### src/rtl/core/b64e_pkg.sv
// shared types, constants and the character lookup for the base64 encoder
package b64e_pkg;

  // depth of the group queue between front and back
  localparam int unsigned Q_DEPTH = 2;
  localparam int unsigned Q_PTR_W = (Q_DEPTH > 1) ? $clog2(Q_DEPTH) : 1;
  localparam int unsigned Q_CNT_W = $clog2(Q_DEPTH + 1);

  // ascii pad character '='
  localparam logic [6:0] PAD_CHAR = 7'h3D;

  // index of the final character of a four-character group
  localparam logic [1:0] LAST_SLOT = 2'd3;

  // group position codes
  localparam logic [1:0] POS_EMPTY = 2'd0;
  localparam logic [1:0] POS_ONE   = 2'd1;
  localparam logic [1:0] POS_TWO   = 2'd2;

  // one completed or flushed three-byte group
  typedef struct packed {
    logic [23:0] bits;
    logic [1:0]  pad_cnt;
    logic        last;
  } grp_t;

  // push side of the queue
  typedef struct packed {
    logic valid;
    grp_t entry;
  } q_push_t;

  // queue status
  typedef struct packed {
    logic full;
    logic empty;
  } q_stat_t;

  // front status, visible for checking
  typedef struct packed {
    logic [1:0] pos;
  } f_stat_t;

  // map a 6-bit index to its standard-alphabet ascii code
  function automatic logic [6:0] b64_char(input logic [5:0] idx);
    logic [6:0] wide;
    wide = {1'b0, idx};
    if (idx < 6'd26) begin
      return wide + 7'd65;
    end else if (idx < 6'd52) begin
      return wide + 7'd71;
    end else if (idx < 6'd62) begin
      return wide - 7'd4;
    end else if (idx == 6'd62) begin
      return 7'd43;
    end else begin
      return 7'd47;
    end
  endfunction

endpackage

### src/rtl/core/b64e_byte_if.sv
// input byte channel: one message byte per beat
interface b64e_byte_if;
  logic       valid;
  logic       ready;
  logic [7:0] data_byte;
  logic       last_byte;

  modport source (output valid, output data_byte, output last_byte, input ready);
  modport sink (input valid, input data_byte, input last_byte, output ready);
endinterface

### src/rtl/core/b64e_char_if.sv
// output character channel: one encoded character per beat
interface b64e_char_if;
  logic       valid;
  logic       ready;
  logic [6:0] out_char;
  logic       last_char;

  modport source (output valid, output out_char, output last_char, input ready);
  modport sink (input valid, input out_char, input last_char, output ready);
endinterface

### src/rtl/core/b64e_front.sv
// front end: gathers bytes into groups and pushes complete or final groups
module b64e_front import b64e_pkg::*; (
  input  logic            clk,
  input  logic            rst_n,
  b64e_byte_if.sink       in_if,
  input  q_stat_t         q_stat,
  output q_push_t         q_push,
  output f_stat_t         f_stat
);

  logic [15:0] pend_r, pend_nxt;
  logic [1:0]  pos_r, pos_nxt;
  logic        take;
  logic        emit;
  grp_t        entry;

  // accept a beat whenever the queue has room
  assign in_if.ready = !q_stat.full;
  assign take        = in_if.valid && in_if.ready;
  assign emit        = (pos_r >= POS_TWO) || in_if.last_byte;

  // build the group entry and next gather state
  always_comb begin
    entry    = '0;
    pend_nxt = pend_r;
    pos_nxt  = pos_r;
    entry.last = in_if.last_byte;
    if (pos_r >= POS_TWO) begin
      entry.bits    = {pend_r, in_if.data_byte};
      entry.pad_cnt = 2'd0;
    end else if (pos_r == POS_ONE) begin
      entry.bits    = {pend_r[15:8], in_if.data_byte, 8'h00};
      entry.pad_cnt = 2'd1;
    end else begin
      entry.bits    = {in_if.data_byte, 16'h0000};
      entry.pad_cnt = 2'd2;
    end
    if (take) begin
      if (emit) begin
        pend_nxt = '0;
        pos_nxt  = POS_EMPTY;
      end else if (pos_r == POS_EMPTY) begin
        pend_nxt = {in_if.data_byte, 8'h00};
        pos_nxt  = POS_ONE;
      end else begin
        pend_nxt = {pend_r[15:8], in_if.data_byte};
        pos_nxt  = POS_TWO;
      end
    end
  end

  assign q_push.valid = take && emit;
  assign q_push.entry = entry;
  assign f_stat.pos   = pos_r;

  // gather state
  always_ff @(posedge clk) begin
    if (!rst_n) begin
      pend_r <= '0;
      pos_r  <= POS_EMPTY;
    end else begin
      pend_r <= pend_nxt;
      pos_r  <= pos_nxt;
    end
  end

endmodule

### src/rtl/core/b64e_queue.sv
// short group queue between front and back
module b64e_queue import b64e_pkg::*; (
  input  logic    clk,
  input  logic    rst_n,
  input  q_push_t q_push,
  input  logic    pop,
  output grp_t    head,
  output q_stat_t q_stat
);

  grp_t                 mem_r [Q_DEPTH];
  logic [Q_PTR_W-1:0]   wr_ptr_r;
  logic [Q_PTR_W-1:0]   rd_ptr_r;
  logic [Q_CNT_W-1:0]   cnt_r;
  logic                 do_push;
  logic                 do_pop;

  assign q_stat.full  = (cnt_r == Q_CNT_W'(Q_DEPTH));
  assign q_stat.empty = (cnt_r == '0);
  assign do_push      = q_push.valid && !q_stat.full;
  assign do_pop       = pop && !q_stat.empty;
  assign head         = mem_r[rd_ptr_r];

  // pointer advance with wrap at the queue depth
  function automatic logic [Q_PTR_W-1:0] ptr_inc(input logic [Q_PTR_W-1:0] p);
    if (p == Q_PTR_W'(Q_DEPTH - 1)) begin
      return '0;
    end else begin
      return p + 1'b1;
    end
  endfunction

  // entry storage
  always_ff @(posedge clk) begin
    if (do_push) begin
      mem_r[wr_ptr_r] <= q_push.entry;
    end
  end

  // pointers and fill count
  always_ff @(posedge clk) begin
    if (!rst_n) begin
      wr_ptr_r <= '0;
      rd_ptr_r <= '0;
      cnt_r    <= '0;
    end else begin
      if (do_push) begin
        wr_ptr_r <= ptr_inc(wr_ptr_r);
      end
      if (do_pop) begin
        rd_ptr_r <= ptr_inc(rd_ptr_r);
      end
      if (do_push && !do_pop) begin
        cnt_r <= cnt_r + 1'b1;
      end else if (do_pop && !do_push) begin
        cnt_r <= cnt_r - 1'b1;
      end
    end
  end

endmodule

### src/rtl/core/b64e_back.sv
// back end: turns each queued group into four characters, one per beat
module b64e_back import b64e_pkg::*; (
  input  logic          clk,
  input  logic          rst_n,
  input  grp_t          head,
  input  q_stat_t       q_stat,
  output logic          pop,
  b64e_char_if.source   out_if
);

  logic       out_valid_r;
  logic [6:0] out_char_r;
  logic       last_char_r;
  logic [1:0] slot_r;
  logic       load;
  logic       fire;
  logic [5:0] sextet;
  logic [6:0] chr;
  logic [2:0] data_cnt;

  // output register frees when empty or taken this cycle
  assign load = !out_valid_r || out_if.ready;
  assign fire = load && !q_stat.empty;
  assign pop  = fire && (slot_r == LAST_SLOT);

  // pick the sextet for the current slot, most significant first
  always_comb begin
    unique case (slot_r)
      2'd0:    sextet = head.bits[23:18];
      2'd1:    sextet = head.bits[17:12];
      2'd2:    sextet = head.bits[11:6];
      default: sextet = head.bits[5:0];
    endcase
    data_cnt = 3'd4 - {1'b0, head.pad_cnt};
    chr      = ({1'b0, slot_r} < data_cnt) ? b64_char(sextet) : PAD_CHAR;
  end

  // output register and slot counter
  always_ff @(posedge clk) begin
    if (!rst_n) begin
      out_valid_r <= 1'b0;
      slot_r      <= '0;
      out_char_r  <= '0;
      last_char_r <= 1'b0;
    end else if (fire) begin
      out_valid_r <= 1'b1;
      out_char_r  <= chr;
      last_char_r <= head.last && (slot_r == LAST_SLOT);
      slot_r      <= slot_r + 1'b1;
    end else if (load) begin
      out_valid_r <= 1'b0;
    end
  end

  assign out_if.valid     = out_valid_r;
  assign out_if.out_char  = out_char_r;
  assign out_if.last_char = last_char_r;

endmodule

### src/rtl/core/base64_encoder.sv
// base64 encoder top level: front, group queue and character back end
//
// usage
//   in_if takes one message byte per beat with last_byte on the final byte.
//   out_if gives one ascii character per beat (standard alphabet or '='),
//   last_char on the final character of the message.
//   every third byte, and every final byte, yields exactly four characters.
// group path
//   the first character of a group passes through the group queue and the
//   output register after the beat that completes or ends the group; the
//   other three follow on consecutive cycles while the receiver is ready.
// throughput
//   the back end sends one character per cycle while the receiver is ready;
//   the input takes one beat per cycle while the two-entry group queue has
//   room.
// reset
//   rst_n clears the group position, the queue and the output register;
//   the first byte after reset starts a new message.
// stalls
//   holding out_if.ready low freezes the output register, the queue fills,
//   then in_if.ready drops until a group is drained.
module base64_encoder import b64e_pkg::*; (
  input  logic          clk,
  input  logic          rst_n,
  b64e_byte_if.sink     in_if,
  b64e_char_if.source   out_if
);

  q_push_t q_push;
  q_stat_t q_stat;
  f_stat_t f_stat;
  grp_t    head;
  logic    pop;

  // byte gathering
  b64e_front u_front (
    .clk    (clk),
    .rst_n  (rst_n),
    .in_if  (in_if),
    .q_stat (q_stat),
    .q_push (q_push),
    .f_stat (f_stat)
  );

  // group queue
  b64e_queue u_queue (
    .clk    (clk),
    .rst_n  (rst_n),
    .q_push (q_push),
    .pop    (pop),
    .head   (head),
    .q_stat (q_stat)
  );

  // character output
  b64e_back u_back (
    .clk    (clk),
    .rst_n  (rst_n),
    .head   (head),
    .q_stat (q_stat),
    .pop    (pop),
    .out_if (out_if)
  );

  // queue status is never full and empty at once
  a_q_stat: assert property (@(posedge clk) disable iff (!rst_n)
    !(q_stat.full && q_stat.empty))
    else $error("queue reports full and empty together");

  // a final byte beat always leaves a group in the queue
  a_last_push: assert property (@(posedge clk) disable iff (!rst_n)
    (in_if.valid && in_if.ready && in_if.last_byte) |=> !q_stat.empty)
    else $error("final byte did not queue a group");

  // a final byte beat returns the front to the start of a group
  a_last_pos: assert property (@(posedge clk) disable iff (!rst_n)
    (in_if.valid && in_if.ready && in_if.last_byte) |=> (f_stat.pos == POS_EMPTY))
    else $error("group position not cleared after final byte");

  // the front never holds three bytes
  a_pos_range: assert property (@(posedge clk) disable iff (!rst_n)
    f_stat.pos != LAST_SLOT)
    else $error("group position out of range");

endmodule
### src/flat_wrapper.sv
// flat-port wrapper written by rule: the top's interface ports become plain ports
module base64_encoder_flat import b64e_pkg::*;
  (clk, rst_n, in_if_valid, in_if_data_byte, in_if_last_byte, in_if_ready, out_if_valid, out_if_out_char, out_if_last_char, out_if_ready);
  b64e_byte_if in_if_i ();
  b64e_char_if out_if_i ();
  input  logic clk;
  input  logic rst_n;
  input wire logic [$bits(in_if_i.valid)-1:0] in_if_valid;
  input wire logic [$bits(in_if_i.data_byte)-1:0] in_if_data_byte;
  input wire logic [$bits(in_if_i.last_byte)-1:0] in_if_last_byte;
  output wire logic [$bits(in_if_i.ready)-1:0] in_if_ready;
  output wire logic [$bits(out_if_i.valid)-1:0] out_if_valid;
  output wire logic [$bits(out_if_i.out_char)-1:0] out_if_out_char;
  output wire logic [$bits(out_if_i.last_char)-1:0] out_if_last_char;
  input wire logic [$bits(out_if_i.ready)-1:0] out_if_ready;
  assign in_if_i.valid = in_if_valid;
  assign in_if_i.data_byte = in_if_data_byte;
  assign in_if_i.last_byte = in_if_last_byte;
  assign in_if_ready = in_if_i.ready;
  assign out_if_valid = out_if_i.valid;
  assign out_if_out_char = out_if_i.out_char;
  assign out_if_last_char = out_if_i.last_char;
  assign out_if_i.ready = out_if_ready;
  base64_encoder u_core (.clk(clk), .rst_n(rst_n), .in_if(in_if_i), .out_if(out_if_i));
endmodule
### config.mk
export PLATFORM = sky130hd
export DESIGN_NAME = base64_encoder_flat
export DESIGN_NICKNAME = d
export VERILOG_FILES = /design/src/rtl/core/b64e_pkg.sv /design/src/rtl/core/b64e_byte_if.sv /design/src/rtl/core/b64e_char_if.sv /design/src/rtl/core/b64e_front.sv /design/src/rtl/core/b64e_queue.sv /design/src/rtl/core/b64e_back.sv /design/src/rtl/core/base64_encoder.sv /design/src/flat_wrapper.sv
export SDC_FILE = /design/constraint.sdc
export NUM_CORES = 1
export LEC_CHECK = 0
export BUFFER_PORTS_ARGS = -buffer_cell sky130_fd_sc_hd__buf_2
export CAP_MARGIN = 20
export CORE_ASPECT_RATIO = 1.75
export CORE_MARGIN = 4
export CORE_UTILIZATION = 60
export CTS_CLUSTER_SIZE = 28
export DETAILED_ROUTE_END_ITERATION = 10
export PLACE_DENSITY = 0.79
export SLEW_MARGIN = 10
export SYNTH_ARGS = -nofsm -noshare
export SYNTH_HDL_FRONTEND = slang
export SYNTH_HIERARCHICAL = 1
export SYNTH_SLANG_ARGS = --single-unit
### constraint.sdc
create_clock -name clk -period 4.9 [get_ports clk]
set_input_delay 0.245 -clock clk [delete_from_list [all_inputs] [get_ports clk]]
set_output_delay 0.245 -clock clk [all_outputs]
set_load 0.01 [all_outputs]
# Word level (Yosys, flattened, before mapping)
# Memory sizes are Yosys's and may differ from the RTL's. A register that Yosys moved wholly into a read port is not among the register bits.
# Cells that the tools add are included.
# W data, S select, Z words.
totals:
  out_inout_bits: 10
  input_bits: 13
  memories: 1
  wordCells: 76
  ff_bits: 33
  ramBits: 54
op_classes:
  eq_ne: 6
  n_lt_le_gt_ge: 5
  reduce_logical: 23
  add_sub_neg: 9
  muxes: 22
mem_list:
  columns: ["memory", "depth", "width", "read_ports", "rd_ports_with_merged_regs", "wr", "line_no", "text"]
  rows:
  - ["u_core.u_queue.mem_r", 2, 27, 1, 1, 1, "b64e_queue.sv:11", "grp_t mem_r [Q_DEPTH];"]
op_table:
  columns: ["operator", "n"]
  rows:
  - ["$mux W26", 2]
  - ["$mux W16", 2]
  - ["$mux W7", 4]
  - ["$pmux W6 S3", 1]
  - ["$add A6 B7 Y7 const B", 2]
  - ["$lt A6 B6 Y1 const B", 2]
  - ["$logic_and A1 B1 Y1", 9]
  - ["$mux W1", 8]
  - ["$mux W2", 4]
  - ["$sub A6 B3 Y7 const B", 1]
  - ["$eq A2 B2 Y1 const B", 3]
  - ["$eq A6 B6 Y1 const B", 1]
  - ["$logic_not A2 Y1", 3]
  - ["$lt A6 B5 Y1 const B", 1]
  - ["$reduce_bool A2 Y1", 3]
  - ["$logic_not A1 Y1", 5]
  - ["$add A2 B1 Y2 const B", 2]
  - ["$eq A2 B1 Y1 const B", 2]
  - ["$lt A2 B3 Y1", 1]
  - ["$mux W3", 1]
  - ["$sub A3 B2 Y3 const A", 1]
  - ["$add A1 B1 Y1 const B", 2]
  - ["$ge A2 B2 Y1 const B", 1]
  - ["$logic_or A1 B1 Y1", 2]
  - ["2 further kinds", 2]

# Depth between registers and ports, before layout
logic_depth:
  word_depth: 9
  mapped_depth: 12

# By module
# Netlist, hierarchy kept.
by_module_without_submodules:
  columns: ["mod", "cells_per_inst", "n_inst", "area_per_inst_um2"]
  rows:
  - ["b64e_queue", 109, 1, 2179.6]
  - ["b64e_back", 130, 1, 1028.5]
  - ["b64e_front", 80, 1, 888.4]

# Worst setup path before layout
# Ideal clock, no wire load.
synth_timing:
  path_kind: "reg2reg"
  from: "register (tool-made name)"
  to: "register u_core.u_back.out_char_r[4], in the netlist u_core/u_back/out_if.out_char[4]"
  arrival_ps: 2763
  path_buffers: 3
  stages_incl_launch_ff: 13
  path_slack_ps: 2067
  path_cell_list: "dfxtp_1 buf_2 buf_4 mux2_2 a222oi_1 mux2_2 inv_1 ha_1 clkbuf_1 or3_1 o21ai_1 o32ai_1 a21oi_1"
synth_lines:
  columns: ["element", "line_no", "text"]
  rows:
  - ["end signal, assigned", "b64e_back.sv:47", "out_char_r <= chr;"]
  - ["end, declared", "b64e_back.sv:12", "logic [6:0] out_char_r;"]

==> impl_results.md <==
- Worst Setup EP: u_core/u_back/out_if.out_char[4]
- Worst Tran Pin Value: roughly 0.9 ns
- Largest net degree at the start of global routing: 28
- Final count of pins violating max slew: 0
- Final-report hold violation count: 0
- Global-route wire length before repair: 13,000 um
- Main flop type after synthesis: edfxtp_1
- Post-synth cell types: 53
- Routed len/inst: between 15 and 20 um
- Pre-CTS setup slack: around 1.6 ns
- Non-Filler Instances: between 400 and 500
- Tot Pwr: just under 2 mW
- End of the worst register-to-register path: u_core/u_back/out_if.out_char[4]
- CP Capture Type: register
- Worst-skew pair later-pin latency: between 0.3 and 0.4 ns
- PD cells: between 400 and 500 mW/mm^2
- CTS resizes: 0
- Fin crit period: between 3 and 4 ns
- GPL Wtd Cong: roughly 0.90
- Max-cap viol count: 0
- Internal cell power: ~1.4 mW
- Clk root buf: clkbuf_16
- R2R setup slack: approximately 1.5 ns
- Slowest-stage cell, CP: dfxtp_1
- Fin worst setup slack: 1.54 ns
- Ports: 23
- NumNets Final: 365
- TritonCTS clock tree: done
- Post-synth EDFFs: 54
- Die Area: approximately 0.0083 mm^2
- TritonRoute pass-1 iters: 5
- Switching pwr: between 0.5 and 0.6 mW
- Worst Path Arrival: around 3.6 ns
- Setup violators final: 0
- Rel. slew slack: 41.2%
- # placed instances: approximately 410
- H-tree depth: 3
- Crit path kind: reg2reg
- Core Footprint: around 0.0066 mm^2
- Critical Path RT: 5.17 ns
- Most frequent cells in the layout: edfxtp_1, mux2_2, dfxtp_1
- Clock Power Share: between 30% and 40%
- GRT Overall Usage: between 20% and 30%
- RSZ-0062 raised after global routing: no
- Fmax: just under 300 MHz
- WP buf/inv: 0
- Fill cells: 478
- Worst-case reg-to-reg path depth: 8
- Footprint of the multi-input gates: around 0.0017 mm^2
- Synth Warn #: 6
- FF/Latch Area: roughly 0.0023 mm^2
- Share of cells above drive strength 1: 25.1%
- CTS Buf Count: 9
- Min-Delay Startpoint: in_if_last_byte
- Startpoint types: register
- Die Y: roughly 120 um
- CTS Buffer Depth: 2
- Sw Ratio: 26.3%
- Seq cells post-synth: 88
- Vias: between 2,000 and 3,000
- Setup Skew: between 0.006 and 0.007 ns
- IO Port Bufs: 22
- # diodes: 0
- Leakage: 1.72 nW
- Post-DP HPWL: slightly below 6000 um
- CP Depth: 8
- Initial core utilization: between 60% and 70%
- Die X: approximately 70 um
- Period Utilization, post-route: a little under 70%
- Post-synthesis sequential area ratio: 56.2%
- Outcome: finished, final reports clean
- Most common cell after layout, fill and taps aside: edfxtp_1
- Mapped Nets: 342
- Initial DRC count: roughly 160
- Gate Count Post-Synth: between 300 and 400
- Total negative slack: 0 ns
- Average size of a mapped cell: 12.8 um^2
- Global route overflow: 0
- Max FO, Critical Path: 20
- Antenna-violating nets left: 0
- CP peak stage delay: 0.87 ns
- Comb power frac: between 15 and 20%
- Worst hold slack: between 0.15 and 0.2 ns
- Post-CTS setup buffer count: 0
- Family with the most delay on the worst path: compound AO/OA/AOI/OAI gates
- CP cell instances: mux2_2 -> a222oi_1 -> a21oi_1 -> ha_1 -> or3_1 -> o21ai_1 -> o32ai_1 -> a21oi_1
- Antenna violations before repair: 0
- Reg clk slew, reported paths: roughly 0.060 ns
- Worst path most repeated cell: a21oi_1
- Residual DRC count: 0
- Peak VDD IR: roughly 300 uV
- Num rows: 39
- Post-Route WL: ~8100 um
- CTS sink count: just under 90
- CTS Hold Bufs: 0
- Post-synth ARST share: 0%
- Via density: slightly above 6
- Sequential share of power: 43.8%
- Netlist Area Pre-Place: 0.00410 mm^2
- Type of the most critical hold path: in2reg
- Area grow syn2layout: 11.9%
- Vias in the first global route: between 2,000 and 3,000
## power groups by stage
stage	logic, mW	registers (mW)	clock network [mW]
floorplan	0.265	0.871	0
global placement	0.361	0.868	0
detailed placement	0.367	0.871	0
CTS	0.371	0.856	0.729
global route	0.407	0.860	0.763
finish	0.376	0.855	0.721
## worst min path at each step
stage,end,slack [ns],cells after the start
after detailed placement,u_core/u_front/pend_r[14],0.46,1
final,u_core/u_queue/mem_r[1][0],0.17,1
after global routing,u_core/u_queue/mem_r[0][0],0.18,1
after CTS,u_core/u_queue/mem_r[1][0],0.17,1
after floorplan,u_core/u_queue/wr_ptr_r,0.36,1
after global placement,u_core/u_back/out_if.last_char,0.45,2
## kinds of logic after synthesis
family,count (synthesis),synth area share (%)
compound gates,76,14.2
xor+xnor,6,1.28
fa+ha+maj,10,3.05
buf+inv,28,3.15
flops,88,56.2
mux,42,11.5
simple gates,69,10.6
## per-layer routing
layer	share of wire [%]	global-route usage (%)
met1	38	22.0
met5	0	0
met3	3.6	4.97
met2	53	33.7
met4	4.7	13.9
## through the flow
step / util, % / instance area, um^2
after floorplan: - / 4100
after global placement: 64.8 / 4270
after detailed placement: 64.8 / 4270
after CTS: 69.6 / 4580
after global routing: 69.6 / 4580
final: 69.6 / 4580
## synthesized netlist by cell type (all sizes together), types with 2 or more instances
library cell	number	share of area (%)
ha	10	3.1
xnor2	4	0.86
o21ai	10	1.2
o21a	5	0.95
a22o	24	5.1
or3	2	0.31
nor3	7	1.3
xor2	2	0.43
nor2	10	0.98
and3	2	0.31
a222oi	6	1.5
buf	9	1.3
a21boi	4	0.73
o32ai	2	0.43
nand2b	5	0.76
edfxtp	54	40
mux2	37	10
dfxtp	34	17
nor3b	4	1.0
nand2	7	0.64
nand3	3	0.37
nor4	4	0.61
inv	15	1.4
mux2i	5	1.3
a22oi	4	0.73
a21oi	10	1.2
nor2b	8	1.2
a31oi	3	0.46
and2	13	2.0
clkbuf	4	0.37
## layout make-up
| class | count | share of cell area (%) |
|---|---|---|
| timing repair buffer | 25 | 2.89 |
| tap | 82 | 2.24 |
| clock inverter | 3 | 1.45 |
| multi-input combinational | 203 | 36.5 |
| sequential | 88 | 50.2 |
| clock buffer | 13 | 5.46 |
| inverter | 15 | 1.28 |
## state kept, by name, indices dropped and copies added, names as in the netlist, named ones only
register and flops:
u_core/u_queue/mem_r 54, u_core/u_front/pend_r 16, u_core/u_back/out_if.out_char 7, u_core/u_back/slot_r 2
u_core/u_front/f_stat 2, u_core/u_queue/cnt_r 2, u_core/u_back/out_if.last_char 1, u_core/u_back/out_if.valid 1
u_core/u_queue/rd_ptr_r 1, u_core/u_queue/wr_ptr_r 1
Power figures use the tool's default switching activity.
